--- src/rtl/lsi_pkg.sv ---
// ---------------------------------------------------------------------------
// lsi_pkg: shared types and constants for the 2D segment intersection unit
// Widths of coordinates, cross products, the quotient and the cell payload.
// ---------------------------------------------------------------------------
package lsi_pkg;

  localparam int CoordWidth = 16;
  localparam int FracBits   = 8;
  localparam int OutWidth   = 32;
  localparam int DiffWidth  = CoordWidth + 1;
  localparam int CrossWidth = 2 * DiffWidth + 1;
  localparam int ProdWidth  = CrossWidth + DiffWidth;
  localparam int DvdWidth   = ProdWidth + FracBits;
  localparam int DivWidth   = CrossWidth;
  localparam int QuoWidth   = DvdWidth;
  localparam int MagCapLog  = 40;
  localparam int SumWidth   = 44;
  localparam int CfgAddrWidth = 2;
  localparam logic [CfgAddrWidth-1:0] RegSegmentMode = '0;

  typedef struct packed {
    logic signed [CoordWidth-1:0] a_start_x;
    logic signed [CoordWidth-1:0] a_start_y;
    logic signed [CoordWidth-1:0] a_end_x;
    logic signed [CoordWidth-1:0] a_end_y;
    logic signed [CoordWidth-1:0] b_start_x;
    logic signed [CoordWidth-1:0] b_start_y;
    logic signed [CoordWidth-1:0] b_end_x;
    logic signed [CoordWidth-1:0] b_end_y;
  } in_item_t;

  typedef struct packed {
    logic                         hit;
    logic                         clipped;
    logic signed [OutWidth-1:0]   hit_x;
    logic signed [OutWidth-1:0]   hit_y;
  } out_item_t;

  // One lane of the restoring division, carried cell to cell.
  typedef struct packed {
    logic [DvdWidth-1:0] dvd;
    logic [DvdWidth:0]   rem;
    logic [QuoWidth-1:0] quo;
    logic                neg;
    logic signed [CoordWidth-1:0] base;
  } lane_t;

  // What a division cell carries besides its two lanes.
  typedef struct packed {
    logic                vld;
    logic                hit;
    logic [DivWidth-1:0] dmag;
  } ctl_t;

endpackage

--- src/rtl/lsi_div_cell.sv ---
// ---------------------------------------------------------------------------
// lsi_div_cell: one restoring division step for both lanes
// Shift in one dividend bit, subtract the divisor if it fits, pass on.
// ---------------------------------------------------------------------------
module lsi_div_cell (
  input  logic           clk,
  input  logic           rst_n,
  input  logic           en,
  input  lsi_pkg::ctl_t  ctl_i,
  input  lsi_pkg::lane_t lane_x_i,
  input  lsi_pkg::lane_t lane_y_i,
  output lsi_pkg::ctl_t  ctl_o,
  output lsi_pkg::lane_t lane_x_o,
  output lsi_pkg::lane_t lane_y_o
);
  localparam int DV = lsi_pkg::DvdWidth;

  function automatic lsi_pkg::lane_t step(lsi_pkg::lane_t l,
                                          logic [lsi_pkg::DivWidth-1:0] d);
    lsi_pkg::lane_t o;
    logic [DV:0] r;
    o = l;
    r = {l.rem[DV-1:0], l.dvd[DV-1]};
    o.dvd = {l.dvd[DV-2:0], 1'b0};
    if (r >= (DV+1)'(d)) begin
      o.rem = r - (DV+1)'(d);
      o.quo = {l.quo[lsi_pkg::QuoWidth-2:0], 1'b1};
    end else begin
      o.rem = r;
      o.quo = {l.quo[lsi_pkg::QuoWidth-2:0], 1'b0};
    end
    return o;
  endfunction

  lsi_pkg::ctl_t  ctl_r;
  lsi_pkg::lane_t lx_r, ly_r;

  always_ff @(posedge clk) begin
    if (!rst_n) begin
      ctl_r.vld <= 1'b0;
    end else if (en) begin
      ctl_r.vld <= ctl_i.vld;
    end
    if (en) begin
      ctl_r.hit  <= ctl_i.hit;
      ctl_r.dmag <= ctl_i.dmag;
      lx_r <= step(lane_x_i, ctl_i.dmag);
      ly_r <= step(lane_y_i, ctl_i.dmag);
    end
  end

  assign ctl_o    = ctl_r;
  assign lane_x_o = lx_r;
  assign lane_y_o = ly_r;
endmodule

--- config.mk ---
export PLATFORM = sky130hd
export DESIGN_NAME = lsi_div_cell
export DESIGN_NICKNAME = d
export VERILOG_FILES = /design/src/rtl/lsi_pkg.sv /design/src/rtl/lsi_div_cell.sv
export SDC_FILE = /design/constraint.sdc
export NUM_CORES = 1
export LEC_CHECK = 0
export BUFFER_PORTS_ARGS = -buffer_cell sky130_fd_sc_hd__buf_2
export CELL_PAD_IN_SITES_DETAIL_PLACEMENT = 0
export CELL_PAD_IN_SITES_GLOBAL_PLACEMENT = 1
export CORE_AREA = 2 2 343 345
export DETAILED_ROUTE_END_ITERATION = 8
export DIE_AREA = 0 0 345 347
export PLACE_DENSITY = 0.43
export SLEW_MARGIN = 40
export SYNTH_ARGS = -nofsm -noshare
export SYNTH_HDL_FRONTEND = slang
export SYNTH_SLANG_ARGS = --single-unit
--- constraint.sdc ---
create_clock -name clk -period 7.57 [get_ports clk]
set_input_delay 0 -clock clk [delete_from_list [all_inputs] [get_ports clk]]
set_output_delay 0 -clock clk [all_outputs]
set_load 0.02 [all_outputs]
==> Word-level counts from Yosys, hierarchy flattened <==
Index checks and enable logic that the tools add are counted.
W data, S select, Z words.
{ "totals": {"mem_bits_rw": 0, "latch_bits": 0, "output_inout_bits": 433, "romBits": 0, "ff_bits": 431, "mem_count": 0} }
{ "classes": {"shifts": 0, "mul": 0, "n_div": 0, "n_eq_ne": 0, "add_sub_neg": 2, "n_reduce_logical": 0, "mux": 2, "n_bitwise": 0, "magnitude_cmp": 2} }
{ "ops": {"columns": ["op", "count"], "rows": [
  ["$mux W121", 2],
  ["$ge A61 B35 Y1", 2],
  ["$sub A61 B35 Y61", 2]
]} }

==> Longest topological paths before layout <==
Gate-level depths: netlist (run 1).
{ "depth": {"ltp_word": 2, "mapped_depth": 14, "depth_no_buf": 12} }

==> Worst setup path before layout (run 1) <==
No wires, ideal clock.
{ "synth_timing": {"path_type": "in2reg", "start": "input ctl_i[26] (netlist name)", "end": "register ly_r, in the netlist lane_y_o[125], data pin", "path_buffers": 2, "arrival_time_ns": 3.082, "setup_time_ns": 0.258, "stages": 13, "slack_ns": 4.231, "path_cell_list": "inv_1 ha_1 buf_2 and3_1 nand2_2 or4_1 a211o_1 a211oi_4 o21bai_2 or4_4 buf_6 or3_4 xnor2_2"} }
{ "synth_between": {"elab_chain_cells": 2, "elab_cells_between_ends": 3} }
{ "synth_lines": {"columns": ["item", "line_no", "source"], "rows": [
  ["from (decl)", "lsi_div_cell.sv:9", "input lsi_pkg::ctl_t ctl_i,"],
  ["$sub A61 B35 Y61 or $ge A61 B35 Y1 (tied branches)", "lsi_div_cell.sv:26, lsi_div_cell.sv:25", null],
  ["$mux W121 *", "lsi_div_cell.sv:25", "if (r >= (DV+1)'(d)) begin"],
  ["to (signal assigned)", "lsi_div_cell.sv:48", "ly_r <= step(lane_y_i, ctl_i.dmag);"],
  ["to (decl)", "lsi_div_cell.sv:36", "lsi_pkg::lane_t lx_r, ly_r;"]
]} }
Mark *: on every way between the ends. The rest lies on a longest branch, timed or not.
A chain may end at the register's enable or synchronous reset.

==> Worst setup path in the final report (run 1) <==
{ "layout_timing": {"start": "input ctl_i[1] (netlist name)", "end": "register lx_r, in the netlist lane_x_o[116], data pin"} }
{ "layout_between": {"elab_chain_cells": 2, "elab_cells_between_ends": 3} }
{ "layout_lines": {"columns": ["item", "line_no", "source"], "rows": [
  ["$sub A61 B35 Y61 or $ge A61 B35 Y1 (tied branches)", "lsi_div_cell.sv:26, lsi_div_cell.sv:25", null],
  ["$mux W121 *", "lsi_div_cell.sv:25", null],
  ["to (signal assigned)", "lsi_div_cell.sv:47", "lx_r <= step(lane_x_i, ctl_i.dmag);"],
  ["to (decl)", "lsi_div_cell.sv:36", null]
]} }
Marks and branches as above.

==> metrics.md, run 1 <==
| Metric | Value |
|---|---|
| Status | finished clean |
| Total power | 7.309 mW |
| GPL Wtd Cong | about 0.85 |
| Clock sink count | 431 |
| H-tree levels | 2 |
| Post-Syn Instances | around 1.4k |
| Worst relative slew slack | 0.4530 |
| Crit. End Element | flip-flop |
| Sequential area share after synthesis | 0.6700 |
| Routed wl met2 | slightly above 50,000 µm |
| Die Y-Extent | 347 µm |
| Clock latency on the worst-skew pair | 0.62 ns |
| Pwr Density | 226.3 nW/µm² |
| Mapped Area | 19,300 µm² |
| Nets@finish | approximately 3.3k |
| Setup crit start kind | primary input |
| Max Clk Rate | 213.7 MHz |
| Post-DP HPWL | 80,240 µm |
| RSZ-0062 raised after global routing | no |
| Hold Crit Class | primary input to flip-flop |
| I/O pins | 869 |
| Post-synthesis mux area share | 0.005186 |
| Final setup viols | 0 |
| Worst setup path category | primary input to flip-flop |
| Largest net degree at the start of global routing | between 150 and 200 |
| Port Buf Inserts | around 860 |
| Via Count | around 18k |
| Post-Place Worst Slack | 3.170 ns |
| Clock transition at path regs | 0.07 ns |
| Initial core utilization | 0.1668 |
| GRT Overall Usage | 0.1593 |
| Placed cells | 3,792 |
| Met3 wire len | 6363 µm |
| Die width | roughly 350 µm |
| Core box area | 115,700 µm² |
| Mean Syn Cell Area | 13.40 µm² |
| Pleak | between 10 and 15 nW |
| Crit path max fanout | 34 |
| Total die area | 119,700 µm² |
| Total grt overflow | 0 |
| DR WL/cell | 22.65 µm |
| CTS root buf | clkbuf_16 |
| Layout cells sized above 1 | 0.3455 |
| Min cycle time layout | 4.680 ns |
| Vias per cell | 4.017 |
| Synth warn | 0 |
| Largest family of logic cells by synthesized area | simple AND/OR/NAND/NOR gates |
| Number of flops mapped to enable cells by yosys | between 400 and 500 |
| DR top layer | met5 |
| Final wirelength | 99,460 µm |
| CTS tree | done |
| Maxcap violations | 0 |
| DRT iter0 DRCs | approximately 1.2k |
| Core Rows | approximately 130 |
| Main synth FF type | edfxtp_1 |
| First-pass GRT wire length | 136,700 µm |
| Fin crit share | 0.6182 |
| Vias in the first global route | 18.25k |
| Post CTS Setup Buffer Count | 0 |
| Hold_ws | 0.05521 ns |
| Max Buffers Root-to-Sink | 3 |
| WP data arrival | 5.09 ns |
| Drt drc | 0 |
| Final ANT Viol Nets | 0 |
| TritonRoute pass-1 iters | 6 |
| Setup TNS | 0 ns |
| CP required | 7.98 ns |
| Final setup margin | 2.890 ns |
| Slew @ Worst Pin | ~0.8 ns |
| Final Non-Filler Cells | approximately 4.4k |
| Area Growth Syn to Fin | 67.37% |
| Peak VDD IR | 0.1781 mV |
| TritonCTS Buffers | 56 |
| Share of synthesized flip-flops with an asynchronous set or reset | 0 |
| Met1 wire length | around 38,000 µm |
| Max Slew Vio Count | 0 |
| Layout Skew | 0 ns |
| Final hold vios | 0 |
| Post-Synth Simple-Gate Area | 0.1030 |
| Antenna violations before repair | 43 |
| Compound-Gate Fraction of Synth Area | 0.1021 |
| Xor/xnor share of the synthesized area | 0.05212 |
| Post-synth cell types | 74 |
| Adder-cell area share of the yosys netlist | 0.04745 |
| Seq cells post-synth | approximately 430 |
path summary, 6_finish.rpt:
kind / start / end / slack (ns) / cells past startpoint
min: lane_y_i[143] / lane_y_o[144] / 0.06 / 2
max reg2reg: ctl_o[36] / ctl_o[36] / 6.37 / 3
min reg2reg: ctl_o[36] / ctl_o[36] / 1.11 / 3
max: ctl_i[1] / lane_x_o[116] / 2.89 / 14
cells in the final DEF (no fill, tap or decap), types with 19 or more instances in the layout:
| cell type | count |
|---|---|
| nor3_1 | 27 |
| xor2_1 | 46 |
| nand3_1 | 34 |
| a21oi_1 | 109 |
| edfxtp_1 | 430 |
| nand4_1 | 19 |
| clkbuf_16 | 56 |
| nand2_1 | 117 |
| a21o_1 | 32 |
| ha_1 | 70 |
| dlygate4sd3_1 | 483 |
| buf_2 | 861 |
| nor2_1 | 98 |
| inv_1 | 55 |
| xnor2_1 | 67 |
| o21ai_0 | 67 |
layer usage:
layer	vias to the layer above	track usage
met5	-	0
met4	26	0.05952
met3	175	0.04420
met2	685	0.2904
met1	8531	0.1752
li1	8220	-
flip-flops by register name (all words and copies together) (netlist names):
name	cells
ctl_o	37
lane_x_o	197
lane_y_o	197
through the flow:
stage,utilization,cell area (µm²)
2_1_floorplan,-,19310
3_3_place_gp,0.2199,25450
3_5_place_dp,0.2200,25460
4_1_cts,0.2784,32220
5_1_grt,0.2790,32290
6_report,0.2791,32310
power breakdown:
part / switching, mW / total, mW / leakage [nW] / internal, mW
logic: 0.942 / 1.53 / 8.10 / 0.592
registers: 0.0651 / 2.96 / 4.22 / 2.89
clock network: 1.15 / 2.81 / 0.921 / 1.67
total: 2.15 / 7.31 / 13.2 / 5.16
worst max-delay path, stage by stage:
cell           delay (ns)
dlygate4sd3_1        0.52
buf_2                0.22
inv_1                0.16
ha_1                 0.35
nor2b_1              0.19
o21bai_1             0.17
a211oi_1             0.44
o21ai_0              0.33
a21oi_1              0.43
o211ai_1             0.28
nand2_2              0.61
or4b_2               0.65
xnor2_1              0.15
dlygate4sd3_1        0.56
Yosys cell counts (all sizes together) (14+ instances only):
master | n | share of area
a21o | 32 | 0.012
a21oi | 109 | 0.028
clkbuf | 34 | 0.0066
edfxtp | 430 | 0.67
ha | 70 | 0.045
inv | 55 | 0.011
nand2 | 119 | 0.023
nand3 | 35 | 0.0093
nand4 | 19 | 0.0062
nor2 | 99 | 0.019
nor2b | 14 | 0.0045
nor3 | 27 | 0.0070
nor4 | 15 | 0.0049
o21ai | 67 | 0.017
xnor2 | 68 | 0.031
xor2 | 46 | 0.021
cell families (layout without fill, tap and decap cells):
family,after synthesis,in the layout
buffers and inverters,97,1513
adders and majority gates,72,72
and+or+nand+nor,402,402
muxes,9,9
DFF,431,431
xor gates and xnor gates,114,114
other,1,12
AOI/OAI and AO/OA,314,314
area by class of cell:
| class | count | area (µm²) |
|---|---|---|
| well taps | 1524 | 1907 |
| inverters | 55 | 206.4 |
| multi-input cells | 913 | 6012 |
| diodes | 10 | 25.02 |
| clock buffers | 63 | 1428 |
| repair buffers | 1354 | 9295 |
| clock inverters | 41 | 500.5 |
| flip-flops and latches | 431 | 12930 |
| fillers | 12191 | 83430 |
what timing repair did:
item | 4_1_cts | 5_1_grt
hold buffers | 483 | 0
endpoints found under the hold margin | 514 | 0
gates resized for setup | 0 | 0
Power figures use the tool's default switching activity.
==> run 2, diff against run 1 <==
- CORE_AREA: 2 2 343 345 -> 2 2 338 340
- DIE_AREA: 0 0 345 347 -> 0 0 340 342
- PLACE_DENSITY: 0.43 -> 0.45
- clock period: 7.57 -> 4.2 ns (I/O delays scaled with it)
==> metrics.md, run 2 (synthesized netlist as in run 1, its figures left out) <==
| Metric | Value |
|---|---|
| Vias in the first global route | 18.08k (was 18.25k) |
| Worst-path cell chain | dlygate4sd3_1, buf_2, inv_1, ha_2, and3_1, nand2_2, or4_1, a211o_1, a211oi_4, o21bai_2, or4_4, nor3_1, xor2_1, dlygate4sd3_1 (was dlygate4sd3_1, buf_2, inv_1, ha_1, nor2b_1, o21bai_1, a211oi_1, o21ai_0, a21oi_1, o211ai_1, nand2_2, or4b_2, xnor2_1, dlygate4sd3_1) |
| Drt drc | 0 (unchanged) |
| Worst relative slew slack | 0.4173 (was 0.4530) |
| Core Rows | 124 (was 125) |
| H-tree levels | 2 (unchanged) |
| Max Clk Rate | 244.4 MHz |
| Initial core utilization | 0.1707 (was 0.1668) |
| Final hold vios | 0 (unchanged) |
| Fill count | 11.85k (was 12.19k) |
| I/O pins | 869 (unchanged) |
| Final ANT Viol Nets | 0 (unchanged) |
| Most common cell after layout, fill and taps aside | buf_2 (unchanged) |
| Layout Skew | 0 ns (unchanged) |
| GRT met1 Usage | 0.1833 (was 0.1752) |
| Final wirelength | 97,940 µm (was 99,460 µm) |
| Layout cells sized above 1 | 0.3553 (was 0.3455) |
| Crit. End Element | flip-flop (unchanged) |
| Post-DP HPWL | 80,050 µm (was 80,240 µm) |
| CP required | 4.59 ns (was 7.98 ns) |
| Pwr Density | 398.0 nW/µm² (was 226.3 nW/µm²) |
| Hold_ws | 0.06942 ns (was 0.05521 ns) |
| CTS root buf | clkbuf_16 (unchanged) |
| Final setup margin | 0.1085 ns (was 2.890 ns) |
| Die width | 340 µm (was 345 µm) |
| GRT Overall Usage | 0.1603 (was 0.1593) |
| Most frequent CP cell | dlygate4sd3_1 (unchanged) |
| Port Buf Inserts | 862 (unchanged) |
| WP data arrival | 4.48 ns (was 5.09 ns) |
| Vias per cell | 3.958 (was 4.017) |
| First-pass GRT wire length | 133,700 µm (was 136,700 µm) |
| Worst setup path category | primary input to flip-flop (unchanged) |
| Setup crit start kind | primary input (unchanged) |
| Global-route met2 utilization | 0.2891 (was 0.2904) |
| GPL Wtd Cong | 0.8550 (was 0.8505) |
| Maxcap violations | 0 (unchanged) |
| CTS tree | done (unchanged) |
| CP max-delay cell | or4_4 (was or4b_2) |
| Clock sink count | 431 (unchanged) |
| Crit path max fanout | 7 (was 34) |
| Total die area | 116,300 µm² (was 119,700 µm²) |
| Clock transition at path regs | 0.06 ns (was 0.07 ns) |
| Final Non-Filler Cells | 4,379 (was 4,391) |
| Status | finished clean (unchanged) |
| Antenna violations before repair | 47 (was 43) |
| Fin crit share | 0.9742 |
| Max Buffers Root-to-Sink | 3 (unchanged) |
| DRT iter0 DRCs | 908 (was 1,239) |
| Total grt overflow | 0 (unchanged) |
| Placed cells | 3,803 (was 3,792) |
| Final setup viols | 0 (unchanged) |
| GRT Max-Usage Layer | met2 (unchanged) |
| Area Growth Syn to Fin | 66.55% (was 67.37%) |
| Slew @ Worst Pin | 0.8719 ns (was 0.8204 ns) |
| Hold Crit Class | primary input to flip-flop (unchanged) |
| Pleak | 13.20 nW (was 13.23 nW) |
| Nets@finish | 3,320 (was 3,319) |
| TritonRoute pass-1 iters | 5 (was 6) |
| Clock latency on the worst-skew pair | 0.63 ns (was 0.62 ns) |
| DR WL/cell | 22.37 µm (was 22.65 µm) |
| TritonCTS Buffers | 52 (was 56) |
| Max Slew Vio Count | 0 (unchanged) |
| Register Area | 12,930 µm² (unchanged) |
| RSZ-0062 raised after global routing | no (unchanged) |
| Most frequent cells in the layout | buf_2 (861), dlygate4sd3_1 (464), edfxtp_1 (430) (was buf_2 (861), dlygate4sd3_1 (483), edfxtp_1 (430)) |
| Post-Place Worst Slack | 0.1967 ns (was 3.170 ns) |
| Delay of the slowest critical-path stage | 0.64 ns (was 0.65 ns) |
| Core box area | 113,100 µm² (was 115,700 µm²) |
| Min cycle time layout | 4.092 ns |
| Largest net degree at the start of global routing | 95 (was 162) |
| Die Y-Extent | 342 µm (was 347 µm) |
| Multi-input gate area in the final layout | 6030 µm² (was 6012 µm²) |
| Met3 Use GR | 0.04161 (was 0.04420) |
| Via Count | 17.33k (was 17.64k) |
| Peak VDD IR | 0.2705 mV (was 0.1781 mV) |
| Setup TNS | 0 ns (unchanged) |
## run 2: changes by cell type in the layout (fill, tap and decap cells not counted), sizes merged, moves of 3 or more
| cell | before | now |
|---|---|---|
| buf | 871 | 895 |
| bufinv | 9 | 6 |
| clkinv | 26 | 21 |
| diode | 10 | 13 |
| dlygate4sd3 | 483 | 464 |
| inv | 55 | 58 |
## run 2: final timing paths
check | from | cells after the start | endpoint | slack, ns
setup / recovery | ctl_i[26] | 14 | lane_y_o[129] | 0.11
setup reg to reg | ctl_o[36] | 3 | ctl_o[36] | 3.04
hold / removal | lane_y_i[2] | 2 | lane_y_o[2] | 0.07
hold reg to reg | ctl_o[36] | 3 | ctl_o[36] | 1.07
## run 2: final cells by class
class	instances	area share
diodes	13	0.001012
inverters	55	0.006422
clock buffers	61	0.04219
flip-flops and latches	431	0.4023
multi-input cells	913	0.1876
clock inverters	35	0.01207
well taps	1512	0.05885
repair buffers	1359	0.2896
## run 2: power by group
part	total, mW	switching [mW]	internal [mW]
logic	2.77	1.70	1.07
clock network	4.69	1.99	2.70
registers	5.34	0.120	5.22
total	12.8	3.81	8.99
## run 2: what timing repair did
action | CTS | global route
setup endpoints to repair | 0 | 18
resized for setup | 0 | 8
buffers inserted | 0 | 2
hold buffers | 464 | 0
hold endpoints to repair | 515 | 0
## run 2: per-layer routing
| layer | vias to the layer above | wire, µm |
|---|---|---|
| li1 | 8217 | - |
| met1 | 8283 | 38100 |
| met2 | 665 | 50070 |
| met3 | 152 | 6551 |
| met4 | 16 | 3129 |
| met5 | - | 86 |
## run 2: metrics by stage
stage	instance area, µm²	total power, mW	util
global route	32140	13.34	0.2841
finish	32150	12.80	0.2842
global placement	25650	7.848	0.2268
floorplan	19310	6.616	-
CTS	32040	13.02	0.2833
detailed placement	25650	7.836	0.2268
## run 2: worst max-delay path, delay by kind of cell
kind	cells	cell delay (ns)
simple gates	5	1.71
buf+inv	4	1.41
compound gates	3	0.82
fa+ha+maj	1	0.43
xor+xnor	1	0.09
==> run 3, diff against run 2 <==
- RECOVER_POWER: not set -> 50
==> metrics.md, run 3 (synthesized netlist as in run 1, its figures left out) <==
| Metric | Value |
|---|---|
| FF-to-FF End | ctl_o[36] (unchanged) |
| Drt drc | 0 (unchanged) |
| R2r startpoint | ctl_o[36] (unchanged) |
| Final wirelength | 98,030 µm (was 97,940 µm) |
| Clock transition at path regs | 0.06 ns (about the same) |
| Register Area | 12,930 µm² (unchanged) |
| Final hold vios | 0 (unchanged) |
| Core box area | 113,100 µm² (unchanged) |
| Fill count | 11.96k (was 11.85k) |
| H-tree levels | 2 (unchanged) |
| Area Growth Syn to Fin | 64.89% (was 66.55%) |
| CP required | 4.59 ns (about the same) |
| Nets@finish | 3,320 (unchanged) |
| GPL Wtd Cong | 0.8550 (unchanged) |
| FF-to-FF setup slack | 3.03 ns (was 3.04 ns) |
| Final setup viols | 0 (unchanged) |
| CTS tree | done (unchanged) |
| TritonRoute pass-1 iters | 5 (unchanged) |
| Hold_ws | 0.07071 ns (was 0.06942 ns) |
| Post-Place Worst Slack | 0.1967 ns (unchanged) |
| Status | complete, but fails checks (was finished clean) |
| Vias in the first global route | 18.08k (unchanged) |
| Vias per cell | 3.951 (was 3.958) |
| Most common cell after layout, fill and taps aside | buf_2 (unchanged) |
| Die width | 340 µm (unchanged) |
| CTS root buf | clkbuf_16 (unchanged) |
| Violations in the final reports | capacitance limit, slew limit |
| GRT Overall Usage | 0.1603 (unchanged) |
| Design area | 31,830 µm² (was 32,150 µm²) |
| FF-to-FF path depth | 3 (unchanged) |
| Total grt overflow | 0 (unchanged) |
| Crit. End Element | flip-flop (unchanged) |
| Pwr Density | 400.5 nW/µm² (was 398.0 nW/µm²) |
| Most frequent cells in the layout | buf_2 (625), dlygate4sd3_1 (464), edfxtp_1 (430) (was buf_2 (861), dlygate4sd3_1 (464), edfxtp_1 (430)) |
| Fin crit share | 0.9731 (was 0.9742) |
| Post-DP HPWL | 80,050 µm (unchanged) |
| Clock sink count | 431 (unchanged) |
| Setup TNS | 0 ns (unchanged) |
| DR WL/cell | 22.38 µm (was 22.37 µm) |
| Dpl cell area | 25,650 µm² (unchanged) |
| DRT iter0 DRCs | 945 (was 908) |
| Hold path depth | 2 (unchanged) |
| Worst relative slew slack | -0.6199 (was 0.4173) |
| Max Slew Vio Count | 73 (was 0) |
| Slew @ Worst Pin | 2.430 ns (was 0.8719 ns) |
| Hold Crit Class | primary input to flip-flop (unchanged) |
| Clock latency on the worst-skew pair | 0.63 ns (about the same) |
| Initial core utilization | 0.1707 (unchanged) |
| Hold Path End | lane_y_o[2] (unchanged) |
| Min cycle time layout | 4.087 ns (was 4.092 ns) |
| Largest net degree at the start of global routing | 95 (unchanged) |
| Setup crit start kind | primary input (unchanged) |
| I/O pins | 869 (unchanged) |
| RSZ-0062 raised after global routing | no (unchanged) |
| Final setup margin | 0.1131 ns (was 0.1085 ns) |
| Total die area | 116,300 µm² (unchanged) |
| Maxcap violations | 2 (was 0) |
| Crit path max fanout | 7 (unchanged) |
| Layout Skew | 0 ns (unchanged) |
| Multi-input gate area in the final layout | 6030 µm² (unchanged) |
| Core Rows | 124 (unchanged) |
| TritonCTS Buffers | 52 (unchanged) |
| Layout cells sized above 1 | 0.2722 (was 0.3553) |
| WP data arrival | 4.47 ns (was 4.48 ns) |
| Antenna violations before repair | 47 (unchanged) |
| Die Y-Extent | 342 µm (unchanged) |
| Finished Core Util | 0.2814 (was 0.2842) |
| Port Buf Inserts | 862 (unchanged) |
| Max Buffers Root-to-Sink | 3 (unchanged) |
| Via Count | 17.31k (was 17.33k) |
| Worst setup path category | primary input to flip-flop (unchanged) |
| Peak VDD IR | 0.2715 mV (was 0.2705 mV) |
| Hold Startpoint | lane_y_i[2] (unchanged) |
| Final ANT Viol Nets | 0 (unchanged) |
| First-pass GRT wire length | 133,700 µm (unchanged) |
| Pleak | 12.54 nW (was 13.20 nW) |
| Max Clk Rate | 244.7 MHz (was 244.4 MHz) |
[run 3: cell types whose count changed in the layout (fill, tap and decap cells not counted)]
cell | before | now
diode_2 | 13 | 15
buf_8 | 1 | 0
buf_2 | 861 | 625
clkbuf_1 | 8 | 245
buf_12 | 6 | 5
buf_4 | 26 | 24
clkbuf_2 | 0 | 3
[run 3: final cells by class]
| class | count | share of cell area |
|---|---|---|
| sequential | 431 | 0.4063 |
| multi-input combinational | 913 | 0.1894 |
| clock buffer | 61 | 0.04262 |
| tap | 1512 | 0.05944 |
| timing repair buffer | 1359 | 0.2823 |
| inverter | 55 | 0.006487 |
| antenna | 15 | 0.001179 |
| clock inverter | 35 | 0.01219 |
[run 3: worst max path at each step]
stage	startpoint	slack, ns	to	depth (start not counted)
3_3_place_gp	ctl_i[26]	0.23	lane_y_o[125]	12
2_1_floorplan	ctl_i[26]	0.86	lane_y_o[125]	13
4_1_cts	ctl_i[26]	0.02	lane_y_o[135]	14
6_report	ctl_i[26]	0.11	lane_y_o[129]	14
5_1_grt	ctl_i[6]	0.02	lane_y_o[124]	14
3_5_place_dp	ctl_i[26]	0.20	lane_y_o[125]	12
[run 3: stage by stage]
stage | instances | power [mW]
2_1_floorplan | 1441 | 6.616
3_3_place_gp | 3803 | 7.848
3_5_place_dp | 3803 | 7.836
4_1_cts | 4363 | 13.02
5_1_grt | 4375 | 13.30
6_report | 4381 | 12.75
[run 3: critical path: stages]
cell and delay (ns):
dlygate4sd3_1 0.52, buf_2 0.19, inv_1 0.15, ha_2 0.43, and3_1 0.22, nand2_2 0.10
or4_1 0.54, a211o_1 0.34, a211oi_4 0.29, o21bai_2 0.18, or4_4 0.64, nor3_1 0.21
xor2_1 0.09, dlygate4sd3_1 0.55
[run 3: report_power, final]
part / total (mW) / internal [mW] / switching, mW / leakage (nW)
combinational: 2.72 / 1.01 / 1.70 / 7.48
sequential: 5.34 / 5.22 / 0.125 / 4.22
clock: 4.69 / 2.70 / 1.99 / 0.844
[run 3: what timing repair did]
action,in CTS,in global routing
buffers inserted,0,2
hold buffers,464,0
hold endpoints to repair,515,0
setup endpoints to repair,0,18
resized for setup,0,8
[run 3: routing by layer]
layer  routed length [µm]  GRT usage  share of wire
met1                38390     0.1833           0.39
met2                49990     0.2891           0.51
met3                 6359    0.04161          0.065
met4                 3190    0.05319          0.033
met5                   87          0        0.00089
